<file path="src/rtl/core/pcg_pkg.sv">
`timescale 1ns / 1ps
`default_nettype none
package pcg_pkg;
    localparam logic [63:0] PCG_MULT  = 64'd6364136223846793005;
    localparam logic [63:0] MIX_GOLD  = 64'h9e3779b97f4a7c15;
    localparam logic [63:0] MIX_C1    = 64'hbf58476d1ce4e5b9;
    localparam logic [63:0] MIX_C2    = 64'h94d049bb133111eb;
    localparam int          PROB_BITS = 24;

    localparam logic [2:0] CMD_WORD32 = 3'd0;
    localparam logic [2:0] CMD_WORD64 = 3'd1;
    localparam logic [2:0] CMD_BELOW  = 3'd2;
    localparam logic [2:0] CMD_RANGE  = 3'd3;
    localparam logic [2:0] CMD_FRAC   = 3'd4;
    localparam logic [2:0] CMD_CHANCE = 3'd5;

    localparam logic [3:0] OP_NONE      = 4'd0;
    localparam logic [3:0] OP_SEED_INIT = 4'd1;
    localparam logic [3:0] OP_DRAW      = 4'd2;
    localparam logic [3:0] OP_STATE_UPD = 4'd3;
    localparam logic [3:0] OP_MIX_ADD   = 4'd4;
    localparam logic [3:0] OP_MUL_X1    = 4'd5;
    localparam logic [3:0] OP_MUL_X2    = 4'd6;
    localparam logic [3:0] OP_X_PROD    = 4'd7;
    localparam logic [3:0] OP_ADD_MIX   = 4'd8;
    localparam logic [3:0] OP_LOAD      = 4'd9;
    localparam logic [3:0] OP_DIV_THR   = 4'd10;
    localparam logic [3:0] OP_DIV_WORD  = 4'd11;
    localparam logic [3:0] OP_THR_SAVE  = 4'd12;

    localparam logic [3:0] RES_ZERO   = 4'd0;
    localparam logic [3:0] RES_ONE    = 4'd1;
    localparam logic [3:0] RES_BASE   = 4'd2;
    localparam logic [3:0] RES_WORD   = 4'd3;
    localparam logic [3:0] RES_HI     = 4'd4;
    localparam logic [3:0] RES_LO     = 4'd5;
    localparam logic [3:0] RES_FRAC   = 4'd6;
    localparam logic [3:0] RES_CHANCE = 4'd7;
    localparam logic [3:0] RES_REM    = 4'd8;

    typedef struct packed {
        logic [3:0] op;
        logic       res_we;
        logic [3:0] res_sel;
        logic       out_load;
    } dp_cmd_t;

    typedef struct packed {
        logic [2:0] command;
        logic       span_zero;
        logic       range_empty;
        logic       prob_zero;
        logic       prob_full;
        logic       mul_done;
        logic       div_done;
        logic       word_ge_thr;
        logic       out_free;
        logic       cfg_known;
    } dp_stat_t;
endpackage
`default_nettype wire

</file>
<file path="src/rtl/core/pcg_datapath.sv">
`timescale 1ns / 1ps
`default_nettype none
module pcg_datapath import pcg_pkg::*; #(
    parameter int FRACTION_BITS = 24
) (
    input  wire logic          aclk,
    input  wire logic          aresetn,
    input  wire dp_cmd_t       cmd,
    output dp_stat_t           stat,
    input  wire logic [127:0]  s_tdata,
    input  wire logic          cfg_valid,
    input  wire logic          cfg_ready,
    input  wire logic [7:0]    cfg_index,
    input  wire logic [63:0]   cfg_data,
    output logic               m_tvalid,
    input  wire logic          m_tready,
    output logic [63:0]        m_tdata
);
    logic [63:0] seed_reg, state_reg, inc_reg, x_reg;
    logic [62:0] seq_reg;
    logic [2:0]  command_reg;
    logic [31:0] lo_reg, hi_reg, span_reg, base_reg, word_reg, thr_reg;
    logic [24:0] prob_reg;
    logic [63:0] res_reg, out_reg;
    logic        out_valid_reg;

    logic [63:0] mul_a_reg, mul_b_reg, prod_reg, acc_reg;
    logic [1:0]  mul_cnt_reg;
    logic        mul_busy_reg;
    logic [31:0] ma, mb;

    logic [31:0] div_n_reg, div_r_reg;
    logic [4:0]  div_cnt_reg;
    logic        div_busy_reg;
    logic [32:0] div_trial;

    logic [31:0] xs, word_next;
    logic [4:0]  rot;
    logic [63:0] res_next;

    assign xs = 32'((((state_reg >> 18) ^ state_reg) >> 27));
    assign rot = state_reg[63:59];
    assign word_next = 32'({xs, xs} >> rot);

    always_comb begin
        case (mul_cnt_reg)
            2'd1:    begin ma = mul_a_reg[31:0];  mb = mul_b_reg[63:32]; end
            2'd2:    begin ma = mul_a_reg[63:32]; mb = mul_b_reg[31:0];  end
            default: begin ma = mul_a_reg[31:0];  mb = mul_b_reg[31:0];  end
        endcase
    end

    assign div_trial = {div_r_reg, div_n_reg[31]};

    always_comb begin
        case (cmd.res_sel)
            RES_ONE:    res_next = 64'd1;
            RES_BASE:   res_next = {32'd0, base_reg};
            RES_WORD:   res_next = {32'd0, word_reg};
            RES_HI:     res_next = {word_reg, 32'd0};
            RES_LO:     res_next = {res_reg[63:32], word_reg};
            RES_FRAC:   res_next = {32'd0, word_reg >> (32 - FRACTION_BITS)};
            RES_CHANCE: res_next = {63'd0, ({1'b0, word_reg[31:32-PROB_BITS]} < prob_reg)};
            RES_REM:    res_next = {32'd0, base_reg + div_r_reg};
            default:    res_next = 64'd0;
        endcase
    end

    always_ff @(posedge aclk) begin
        if (!aresetn) begin
            seed_reg      <= '0;
            seq_reg       <= '0;
            mul_busy_reg  <= 1'b0;
            mul_cnt_reg   <= '0;
            div_busy_reg  <= 1'b0;
            div_cnt_reg   <= '0;
            out_valid_reg <= 1'b0;
        end else begin
            if (cfg_valid && cfg_ready) begin
                if (cfg_index == 8'd0) seed_reg <= cfg_data;
                if (cfg_index == 8'd1) seq_reg <= cfg_data[62:0];
            end
            if (mul_busy_reg) begin
                mul_cnt_reg <= mul_cnt_reg + 2'd1;
                if (mul_cnt_reg == 2'd3) mul_busy_reg <= 1'b0;
            end
            if (div_busy_reg) begin
                div_cnt_reg <= div_cnt_reg + 5'd1;
                if (div_cnt_reg == 5'd31) div_busy_reg <= 1'b0;
            end
            if (cmd.op == OP_DRAW || cmd.op == OP_MUL_X1 || cmd.op == OP_MUL_X2) begin
                mul_busy_reg <= 1'b1;
                mul_cnt_reg  <= '0;
            end
            if (cmd.op == OP_DIV_THR || cmd.op == OP_DIV_WORD) begin
                div_busy_reg <= 1'b1;
                div_cnt_reg  <= '0;
            end
            if (cmd.out_load) out_valid_reg <= 1'b1;
            else if (m_tready) out_valid_reg <= 1'b0;
        end
    end

    always_ff @(posedge aclk) begin
        prod_reg <= 64'(ma) * 64'(mb);
        case (mul_cnt_reg)
            2'd1:    acc_reg <= prod_reg;
            2'd2,
            2'd3:    acc_reg <= acc_reg + {prod_reg[31:0], 32'd0};
            default: acc_reg <= acc_reg;
        endcase
        if (div_busy_reg) begin
            div_n_reg <= {div_n_reg[30:0], 1'b0};
            div_r_reg <= (div_trial >= {1'b0, span_reg}) ?
                         32'(div_trial - {1'b0, span_reg}) : div_trial[31:0];
        end
        if (cmd.res_we) res_reg <= res_next;
        if (cmd.out_load) out_reg <= res_reg;
        case (cmd.op)
            OP_SEED_INIT: begin
                state_reg <= '0;
                inc_reg   <= {seq_reg, 1'b1};
                x_reg     <= seed_reg;
            end
            OP_DRAW: begin
                word_reg  <= word_next;
                mul_a_reg <= state_reg;
                mul_b_reg <= PCG_MULT;
            end
            OP_STATE_UPD: state_reg <= acc_reg + inc_reg;
            OP_MIX_ADD:   x_reg <= x_reg + MIX_GOLD;
            OP_MUL_X1: begin
                mul_a_reg <= x_reg ^ (x_reg >> 30);
                mul_b_reg <= MIX_C1;
            end
            OP_MUL_X2: begin
                mul_a_reg <= x_reg ^ (x_reg >> 27);
                mul_b_reg <= MIX_C2;
            end
            OP_X_PROD:    x_reg <= acc_reg;
            OP_ADD_MIX:   state_reg <= state_reg + (x_reg ^ (x_reg >> 31));
            OP_LOAD: begin
                command_reg <= s_tdata[2:0];
                lo_reg      <= s_tdata[66:35];
                hi_reg      <= s_tdata[98:67];
                prob_reg    <= s_tdata[123:99];
                span_reg    <= (s_tdata[2:0] == CMD_RANGE) ?
                               s_tdata[98:67] - s_tdata[66:35] + 32'd1 : s_tdata[34:3];
                base_reg    <= (s_tdata[2:0] == CMD_RANGE) ? s_tdata[66:35] : 32'd0;
            end
            OP_DIV_THR: begin
                div_n_reg <= 32'd0 - span_reg;
                div_r_reg <= '0;
            end
            OP_DIV_WORD: begin
                div_n_reg <= word_reg;
                div_r_reg <= '0;
            end
            OP_THR_SAVE:  thr_reg <= div_r_reg;
            default: ;
        endcase
    end

    always_comb begin
        stat.command     = command_reg;
        stat.span_zero   = (span_reg == 32'd0);
        stat.range_empty = ($signed(hi_reg) <= $signed(lo_reg));
        stat.prob_zero   = (prob_reg == 25'd0);
        stat.prob_full   = (prob_reg >= 25'(1 << PROB_BITS));
        stat.mul_done    = mul_busy_reg && (mul_cnt_reg == 2'd3);
        stat.div_done    = div_busy_reg && (div_cnt_reg == 5'd31);
        stat.word_ge_thr = (word_reg >= thr_reg);
        stat.out_free    = !out_valid_reg || m_tready;
        stat.cfg_known   = (cfg_index == 8'd0) || (cfg_index == 8'd1);
    end

    assign m_tvalid = out_valid_reg;
    assign m_tdata  = out_reg;
endmodule
`default_nettype wire

</file>
<file path="src/rtl/core/pcg_controller.sv">
`timescale 1ns / 1ps
`default_nettype none
module pcg_controller import pcg_pkg::*; (
    input  wire logic     aclk,
    input  wire logic     aresetn,
    input  wire logic     s_tvalid,
    output logic          s_tready,
    input  wire logic     cfg_valid,
    output logic          cfg_ready,
    input  wire dp_stat_t stat,
    output dp_cmd_t       cmd
);
    localparam logic [4:0] ST_IDLE  = 5'd0;
    localparam logic [4:0] ST_SEED  = 5'd1;
    localparam logic [4:0] ST_DRAW  = 5'd2;
    localparam logic [4:0] ST_DMUL  = 5'd3;
    localparam logic [4:0] ST_DUPD  = 5'd4;
    localparam logic [4:0] ST_AFTER = 5'd5;
    localparam logic [4:0] ST_MIX0  = 5'd6;
    localparam logic [4:0] ST_MIX1  = 5'd7;
    localparam logic [4:0] ST_MW1   = 5'd8;
    localparam logic [4:0] ST_MIX2  = 5'd9;
    localparam logic [4:0] ST_MW2   = 5'd10;
    localparam logic [4:0] ST_MIX3  = 5'd11;
    localparam logic [4:0] ST_DISP  = 5'd12;
    localparam logic [4:0] ST_THRW  = 5'd13;
    localparam logic [4:0] ST_THRS  = 5'd14;
    localparam logic [4:0] ST_DIVW  = 5'd15;
    localparam logic [4:0] ST_DCHK  = 5'd16;
    localparam logic [4:0] ST_OUT   = 5'd17;

    localparam logic [2:0] PH_SEED1  = 3'd0;
    localparam logic [2:0] PH_SEED2  = 3'd1;
    localparam logic [2:0] PH_W32    = 3'd2;
    localparam logic [2:0] PH_W64A   = 3'd3;
    localparam logic [2:0] PH_W64B   = 3'd4;
    localparam logic [2:0] PH_BELOW  = 3'd5;
    localparam logic [2:0] PH_FRAC   = 3'd6;
    localparam logic [2:0] PH_CHANCE = 3'd7;

    logic [4:0] state_reg, state_next;
    logic [2:0] phase_reg, phase_next;

    assign cfg_ready = (state_reg == ST_IDLE);
    assign s_tready  = (state_reg == ST_IDLE) && !cfg_valid;

    always_comb begin
        state_next   = state_reg;
        phase_next   = phase_reg;
        cmd.op       = OP_NONE;
        cmd.res_we   = 1'b0;
        cmd.res_sel  = RES_ZERO;
        cmd.out_load = 1'b0;
        case (state_reg)
            ST_IDLE: begin
                if (cfg_valid) begin
                    if (stat.cfg_known) state_next = ST_SEED;
                end else if (s_tvalid) begin
                    cmd.op     = OP_LOAD;
                    state_next = ST_DISP;
                end
            end
            ST_SEED: begin
                cmd.op     = OP_SEED_INIT;
                phase_next = PH_SEED1;
                state_next = ST_DRAW;
            end
            ST_DRAW: begin
                cmd.op     = OP_DRAW;
                state_next = ST_DMUL;
            end
            ST_DMUL: if (stat.mul_done) state_next = ST_DUPD;
            ST_DUPD: begin
                cmd.op     = OP_STATE_UPD;
                state_next = ST_AFTER;
            end
            ST_AFTER: begin
                case (phase_reg)
                    PH_SEED1: state_next = ST_MIX0;
                    PH_SEED2: state_next = ST_IDLE;
                    PH_W32: begin
                        cmd.res_we = 1'b1; cmd.res_sel = RES_WORD; state_next = ST_OUT;
                    end
                    PH_W64A: begin
                        cmd.res_we = 1'b1; cmd.res_sel = RES_HI;
                        phase_next = PH_W64B; state_next = ST_DRAW;
                    end
                    PH_W64B: begin
                        cmd.res_we = 1'b1; cmd.res_sel = RES_LO; state_next = ST_OUT;
                    end
                    PH_BELOW: begin
                        cmd.op = OP_DIV_WORD; state_next = ST_DIVW;
                    end
                    PH_FRAC: begin
                        cmd.res_we = 1'b1; cmd.res_sel = RES_FRAC; state_next = ST_OUT;
                    end
                    default: begin
                        cmd.res_we = 1'b1; cmd.res_sel = RES_CHANCE; state_next = ST_OUT;
                    end
                endcase
            end
            ST_MIX0: begin
                cmd.op     = OP_MIX_ADD;
                state_next = ST_MIX1;
            end
            ST_MIX1: begin
                cmd.op     = OP_MUL_X1;
                state_next = ST_MW1;
            end
            ST_MW1: if (stat.mul_done) state_next = ST_MIX2;
            ST_MIX2: begin
                cmd.op     = OP_X_PROD;
                state_next = ST_MW2;
                phase_next = PH_SEED1;
            end
            ST_MW2: begin
                cmd.op     = OP_MUL_X2;
                state_next = ST_MIX3;
            end
            ST_MIX3: begin
                if (stat.mul_done) begin
                    state_next = ST_THRS;
                    phase_next = PH_SEED2;
                end
            end
            ST_DISP: begin
                case (stat.command)
                    CMD_WORD32: begin phase_next = PH_W32;  state_next = ST_DRAW; end
                    CMD_WORD64: begin phase_next = PH_W64A; state_next = ST_DRAW; end
                    CMD_BELOW, CMD_RANGE: begin
                        if (stat.span_zero ||
                            (stat.command == CMD_RANGE && stat.range_empty)) begin
                            cmd.res_we = 1'b1; cmd.res_sel = RES_BASE; state_next = ST_OUT;
                        end else begin
                            cmd.op = OP_DIV_THR; phase_next = PH_BELOW; state_next = ST_THRW;
                        end
                    end
                    CMD_FRAC: begin phase_next = PH_FRAC; state_next = ST_DRAW; end
                    CMD_CHANCE: begin
                        if (stat.prob_zero) begin
                            cmd.res_we = 1'b1; cmd.res_sel = RES_ZERO; state_next = ST_OUT;
                        end else if (stat.prob_full) begin
                            cmd.res_we = 1'b1; cmd.res_sel = RES_ONE; state_next = ST_OUT;
                        end else begin
                            phase_next = PH_CHANCE; state_next = ST_DRAW;
                        end
                    end
                    default: begin
                        cmd.res_we = 1'b1; cmd.res_sel = RES_ZERO; state_next = ST_OUT;
                    end
                endcase
            end
            ST_THRW: if (stat.div_done) state_next = ST_THRS;
            ST_THRS: begin
                // shared tail: threshold capture, or the capture of the second mix product during seeding
                if (phase_reg == PH_SEED2) begin
                    cmd.op = OP_X_PROD;
                    state_next = ST_DCHK;
                end else begin
                    cmd.op     = OP_THR_SAVE;
                    phase_next = PH_BELOW;
                    state_next = ST_DRAW;
                end
            end
            ST_DIVW: if (stat.div_done) state_next = ST_DCHK;
            ST_DCHK: begin
                if (phase_reg == PH_SEED2) begin
                    cmd.op     = OP_ADD_MIX;
                    state_next = ST_DRAW;
                end else if (stat.word_ge_thr) begin
                    cmd.res_we = 1'b1; cmd.res_sel = RES_REM; state_next = ST_OUT;
                end else begin
                    state_next = ST_DRAW;
                end
            end
            ST_OUT: begin
                if (stat.out_free) begin
                    cmd.out_load = 1'b1;
                    state_next   = ST_IDLE;
                end
            end
            default: state_next = ST_IDLE;
        endcase
    end

    always_ff @(posedge aclk) begin
        if (!aresetn) begin
            state_reg <= ST_SEED;
            phase_reg <= PH_SEED1;
        end else begin
            state_reg <= state_next;
            phase_reg <= phase_next;
        end
    end
endmodule
`default_nettype wire

</file>
<file path="src/rtl/core/pcg32_random_generator.sv">
`timescale 1ns / 1ps
`default_nettype none
// PCG32 XSH-RR draw source. One request in, one 64-bit value out. Each 32-bit
// word uses the shared 32x32 multiplier, which forms the 64-bit LCG product in
// four steps. Word, fraction and chance requests draw one word, a 64-bit word
// two; bounded and ranged draws use a restoring remainder unit once for the
// threshold and once per word drawn, and draw again for each rejected word.
// Requests that need no draw are answered without one. Seeding runs at reset
// and after a write to register 0 or 1; no request is taken while it runs.
module pcg32_random_generator import pcg_pkg::*; #(
    parameter int FRACTION_BITS = 24
) (
    input  wire logic          aclk,
    input  wire logic          aresetn,
    input  wire logic          s_tvalid,
    output logic               s_tready,
    // [2:0] command, [34:3] bound, [66:35] range_low, [98:67] range_high,
    // [123:99] probability, [127:124] zero
    input  wire logic [127:0]  s_tdata,
    output logic               m_tvalid,
    input  wire logic          m_tready,
    // [63:0] value
    output logic [63:0]        m_tdata,
    input  wire logic          cfg_valid,
    output logic               cfg_ready,
    input  wire logic [7:0]    cfg_index,
    input  wire logic [63:0]   cfg_data
);
    dp_cmd_t  cmd;
    dp_stat_t stat;

    pcg_controller u_ctrl (
        .aclk      (aclk),
        .aresetn   (aresetn),
        .s_tvalid  (s_tvalid),
        .s_tready  (s_tready),
        .cfg_valid (cfg_valid),
        .cfg_ready (cfg_ready),
        .stat      (stat),
        .cmd       (cmd)
    );

    pcg_datapath #(.FRACTION_BITS(FRACTION_BITS)) u_dp (
        .aclk      (aclk),
        .aresetn   (aresetn),
        .cmd       (cmd),
        .stat      (stat),
        .s_tdata   (s_tdata),
        .cfg_valid (cfg_valid),
        .cfg_ready (cfg_ready),
        .cfg_index (cfg_index),
        .cfg_data  (cfg_data),
        .m_tvalid  (m_tvalid),
        .m_tready  (m_tready),
        .m_tdata   (m_tdata)
    );
endmodule
`default_nettype wire

</file>
<file path="config.mk">
export PLATFORM = sky130hd
export DESIGN_NAME = pcg32_random_generator
export DESIGN_NICKNAME = d
export VERILOG_FILES = /design/src/rtl/core/pcg_pkg.sv /design/src/rtl/core/pcg_datapath.sv /design/src/rtl/core/pcg_controller.sv /design/src/rtl/core/pcg32_random_generator.sv
export SDC_FILE = /design/constraint.sdc
export NUM_CORES = 2
export LEC_CHECK = 0
export ABC_CLOCK_PERIOD_IN_PS = 14250
export BUFFER_PORTS_ARGS = -buffer_cell sky130_fd_sc_hd__buf_2
export CAP_MARGIN = 20
export CORE_AREA = 2 2 401 403
export CTS_CLUSTER_DIAMETER = 30
export DETAILED_ROUTE_END_ITERATION = 10
export DIE_AREA = 0 0 403 405
export PLACE_DENSITY = 0.72
export SYNTH_ARGS = -nofsm -noshare
export SYNTH_HDL_FRONTEND = slang
export SYNTH_SLANG_ARGS = --single-unit
</file>
<file path="constraint.sdc">
create_clock -name aclk -period 14.25 [get_ports aclk]
set_input_delay 2.1375 -clock aclk [delete_from_list [all_inputs] [get_ports aclk]]
set_output_delay 2.1375 -clock aclk [all_outputs]
set_load 0.1 [all_outputs]
</file>
; Word level (Yosys, flattened, before mapping)
; Index checks and enable logic that the tools add are counted.
[word_totals]
reg_bits = 1004
in_bits = 205
out_inout_bits = 67
word_cells = 224
[op_classes]
n_addsub = 11
multipliers = 1
n_lt_le_gt_ge = 5
n_eq_ne = 68
shift = 1
n_mux = 64
bitwise = 6
reduce_logical = 39
[op_table]
columns = cell, n
row1 = $pmux W64 S3, 4
row2 = $pmux W64 S8, 1
row3 = $add A64 B64 Y64, 3
row4 = $mux W32, 5
row5 = $pmux W64 S2, 1
row6 = $mux W5, 20
row7 = $pmux W5 S18, 1
row8 = $add A64 B64 Y64 const B, 1
row9 = $mul A32 B32 Y64, 1
row10 = $pmux W32 S2, 1
row11 = $shr A64 B5 Y32, 1
row12 = $sub A32 B32 Y32, 2
row13 = $xor A64 B33 Y64, 1
row14 = $xor A64 B34 Y64, 1
row15 = $xor A64 B37 Y64, 1
row16 = $xor A46 B59 Y59, 1
row17 = $pmux W4 S12, 1
row18 = $pmux W5 S3, 3
row19 = $eq A5 B4 Y1 const B, 8
row20 = $ge A33 B32 Y1, 1
row21 = $add A32 B1 Y32 const B, 1
row22 = $add A32 B32 Y32, 1
row23 = $eq A4 B3 Y1 const B, 8
row24 = $ge A32 B32 Y1, 1
row25 = other kinds (44), 126

; Longest topological paths before layout
[logic_depth]
ltp_word = 10
ltp_mapped = 34

; By module
; From an unflattened synthesis, not the netlist that was laid out.
[hier_totals]
hier_cells = 8865
area_unflattened_um2 = 86003.7
[modules_own_cells]
columns = mod, instances, cells_each, area_each_um2, seq_area_each_um2
row1 = pcg_datapath, 1, 8683, 84776.3, 25834.8
row2 = pcg_controller, 1, 182, 1227.4, 160.2

; Worst setup path before layout
; No wires, ideal clock.
[synth_path]
kind = input port to flip-flop
start = input cfg_valid
end = register u_dp.x_reg[0], enable pin
setup_ps = 1045
arrival_time_ps = 11822
setup_slack_ps = 1382
stages = 9
cell_sequence = nand2b_1 -> nor2_1 -> nor4_1 -> o21ai_1 -> a21oi_1 -> nor2_1 -> clkbuf_1 -> clkbuf_1 -> o21ai_0
[synth_via]
elab_chain_len = 4
[synth_rtl]
columns = item, line_no
row1 = "start, declared", pcg32_random_generator.sv:24  ; input wire logic cfg_valid,
row2 = $mux W4 (*), pcg_controller.sv:56  ; if (cfg_valid) begin
row3 = $pmux W4 S12 (*), pcg_controller.sv:54  ; case (state_reg)
row4 = $eq A4 B1 Y1 / $eq A4 B3 Y1 (equally long branches), pcg_datapath.sv:119  ; case (cmd.op)
row5 = $reduce_bool A3 Y1 (no line) (*), -
row6 = "end signal, assigned", pcg_datapath.sv:123  ; x_reg <= seed_reg;
row7 = "end signal, assigned", pcg_datapath.sv:131  ; OP_MIX_ADD: x_reg <= x_reg + MIX_GOLD;
row8 = "end signal, assigned", pcg_datapath.sv:140  ; OP_X_PROD: x_reg <= acc_reg;
row9 = "end, declared", pcg_datapath.sv:19  ; logic [63:0] seed_reg, state_reg, inc_reg, x_reg;
; Mark *: on every way between the ends. The rest lies on a longest branch, timed or not.
; A chain may end at the register's enable or synchronous reset.

; Worst setup path in the final report
[layout_path]
start = register u_dp.mul_cnt_reg[0]
end = register u_dp.prod_reg[51]
[layout_via]
elab_chain_len = 3
[layout_rtl]
columns = item, line_no
row1 = "start, declared", pcg_datapath.sv:28  ; logic [1:0] mul_cnt_reg;
row2 = "start signal, assigned", pcg_datapath.sv:84  ; mul_cnt_reg <= mul_cnt_reg + 2'd1;
row3 = $eq A2 B2 Y1 / $eq A2 B1 Y1 (equally long branches), pcg_datapath.sv:46  ; case (mul_cnt_reg)
row4 = $mux W32, pcg_datapath.sv:46
row5 = $mul A32 B32 Y64 (*), pcg_datapath.sv:105  ; prod_reg <= 64'(ma) * 64'(mb);
row6 = "end signal, assigned", pcg_datapath.sv:105
row7 = "end, declared", pcg_datapath.sv:27  ; logic [63:0] mul_a_reg, mul_b_reg, prod_reg, acc_reg;
; Marked as above.

==> impl_metrics.yaml <==
yosys:
  synthDistinctLibCells: 94
  synth_cells: 9077
  avgSynthCellArea_um2: 9.60
  syn_area_um2: 87100
  synthesis.nets: 10800
  synth_edf_count: 705
  yosysWarnings: 0
  synthFlopType: "edfxtp_1"
  async_flop_share: 0
  yosysSeqAreaShare: 0.298
  ys_seq_elements: 946
layout:
  drive_gt1_frac: 0.0968
  design_area_um2: 97900
  fin_nets: 11000
  mostFrequentLayoutCell: "inv_1"
  fill_cells: 13200
  layout_common_cells: "1,157 x inv_1, 946 x nand2_1, 870 x fa_1"
  areaGrowthSynthToFinish_pct: 12.4
timing:
  worst_pin_slew_ns: 1.21
  fin_worst_skew_ns: 0.0737
  hold_slack_ns: 0.407
  maxSlewViolCount: 0
  fmax_ghz: 0.0922
  hold_viol_final: 0
  period_share: 0.761
  slew-limit-headroom: 0.189
  min_period_ns: 10.85
  tns_ns: 0
  setup_viol: 0
  rsz0062_at_grt: "false"
worst_hold_path:
  hold_start: "u_dp.res_reg[36]$_DFFE_PP_"
  min_path_type: "register to register"
  hold_end: "u_dp.m_tdata[36]$_DFFE_PP_"
  hold_depth: 0
floorplan:
  io_pins: 272
  fp.dieW_um: 403
  dieArea_um2: 163000
  num_rows: 147
  core-area_um2: 159000
  die_h_um: 405
  initial_core_util: 0.547
setup_path:
  worstPathRequired_ns: 14.92
  start_kind: "register"
  arrival_ns: 11.52
  worstPathMaxFanout: 34
  timing.rr.start: "u_dp.mul_cnt_reg[0]$_SDFFE_PP0P_"
  cp-end-kind: "register"
  path_class: "register to register"
  ff2ff_setup_slack_ns: 3.40
  r2r-end: "u_dp.prod_reg[51]$_DFF_P_"
  r2r_cells: 26
clock_tree:
  root_buffer: "clkbuf_16"
  cts_buffers: 203
  post_cts_buffers: 0
  htree_levels: 4
  cts_tree: "built"
  clk-insertion-delay-late_ns: 0.85
  cts.clk_slew.worst_paths_ns: 0.06
  cts_resized: 0
  clock_path_buffers: 3
  clkSinkCount: 946
  ctsHoldBuffers: 0
grt:
  grt_pass1_wl_um: 449000
  track_usage: 0.371
  grt_pass1_vias: 71200
  antenna_found_initial: 12
  grt_max_degree: 96
  overflow: 0
placement:
  gp_congestion: 1.07
  io_buffers: 267
  dpl.hpwl_um: 237000
  dpl_cell_area_um2: 90600
drt:
  drc: 0
  wl_um: 303000
  wl_per_cell_um: 26.3
  drt_first_iter_violations: 8015
  drtPass1Iterations: 8
  ant_nets: 0
  viasPerCell: 6.22
  via_count: 71600
job:
  maxCapViolCount: 0
status:
  status: "completed"
==> critical path, stage by stage, from the launching register on <==
cell and delay (ns):
dfxtp_1 0.37, inv_1 0.11, ha_2 0.17, buf_4 0.44
mux2_2 0.45, clkinv_1 0.77, nor2_1 0.94, fa_1 0.57
fa_1 0.52, inv_1 0.06, fa_1 0.53, inv_1 0.05
fa_1 0.50, fa_1 0.56, fa_1 0.49, fa_1 0.62
fa_1 0.50, ha_1 0.47, nand2_1 0.13, nor4_1 0.34
o21ai_0 0.20, a211oi_1 0.49, nor4_1 0.19, o31a_1 0.38
o21ai_0 0.47, a21oi_1 0.18, xnor2_1 0.16
==> Yosys cell counts, types with 22 or more instances <==
cell type  instances  share of area
a22oi_1           70         0.0060
nand2_1          948          0.041
mux2_2            65         0.0084
ha_1             672          0.097
a21oi_1          386          0.022
dfxtp_1          241          0.055
a211oi_1          76         0.0065
o221ai_1          55         0.0055
fa_1             870           0.20
and3_1            44         0.0032
o21bai_1          51         0.0044
nand2b_1          59         0.0042
clkinv_1          22        0.00095
edfxtp_1         705           0.24
inv_1           1158          0.050
nor2_1           791          0.034
nand4_1           63         0.0045
mux2i_1           98          0.011
a221o_1           88          0.010
nor4_1            33         0.0024
o21a_1            60         0.0052
o22ai_1           58         0.0042
buf_1             44         0.0019
clkbuf_1         381          0.016
xor2_1           168          0.017
nand3_1          127         0.0073
o31ai_1           33         0.0028
or3_1             35         0.0025
a21boi_0         153          0.013
a31oi_1           55         0.0040
nor3_1           148         0.0085
o21ai_0          380          0.022
a22o_1            40         0.0040
a21o_1           191          0.016
nor2b_1           53         0.0038
o211ai_1          29         0.0025
xnor2_1          220          0.022
and2_1           120         0.0086
==> worst max path at each step <==
stage | to | cells past startpoint | slack, ns | startpoint
after detailed placement | u_dp.prod_reg[62]$_DFF_P_ | 25 | 3.80 | u_dp.mul_cnt_reg[0]$_SDFFE_PP0P_
after global routing | u_dp.prod_reg[60]$_DFF_P_ | 31 | 3.01 | u_dp.mul_cnt_reg[1]$_SDFFE_PP0P_
final | u_dp.prod_reg[51]$_DFF_P_ | 26 | 3.40 | u_dp.mul_cnt_reg[0]$_SDFFE_PP0P_
after global placement | u_dp.prod_reg[60]$_DFF_P_ | 28 | 3.90 | u_dp.mul_cnt_reg[0]$_SDFFE_PP0P_
after CTS | u_dp.prod_reg[60]$_DFF_P_ | 27 | 3.70 | u_dp.mul_cnt_reg[0]$_SDFFE_PP0P_
after floorplan | u_dp.x_reg[0]$_DFFE_PP_ | 9 | 1.38 | cfg_valid
==> routing by layer <==
metal,global-route usage,share of wire
met1,0.476,0.38
met2,0.542,0.42
met3,0.105,0.12
met4,0.262,0.083
met5,0,0.00030
==> cell type report <==
type | instances | area [µm²] | area share
diodes | 7 | 17.5 | 0.000179
clock buffers | 234 | 5400 | 0.0552
clock inverters | 147 | 1870 | 0.0191
inverters | 1182 | 4440 | 0.0453
multi-input cells | 6504 | 55100 | 0.563
flip-flops and latches | 946 | 26000 | 0.266
well taps | 2086 | 2610 | 0.0267
repair buffers | 403 | 2430 | 0.0248
==> cell families (layout without fill, tap and decap cells) <==
group           Yosys count  after routing  synth area share
flops                   946            946             0.298
fa+ha+maj              1542           1542             0.296
mux                     166            166            0.0204
simple gates           2510           2510             0.128
buf+inv                1627           1966            0.0707
compound gates         1898           1898             0.147
other cells               0              7                 0
xor+xnor                388            388            0.0390
==> metrics by stage <==
stage	setup slack [ns]	util	std cells
floorplan	1.38	-	9077
global placement	3.90	0.568	11100
detailed placement	3.80	0.569	11100
CTS	3.70	0.614	11500
global route	3.01	0.615	11500
finish	3.40	0.615	11500
Power is left out: the tool's default activity adds up to more than one toggle a clock period on the data nets, which glitch-free logic cannot reach.
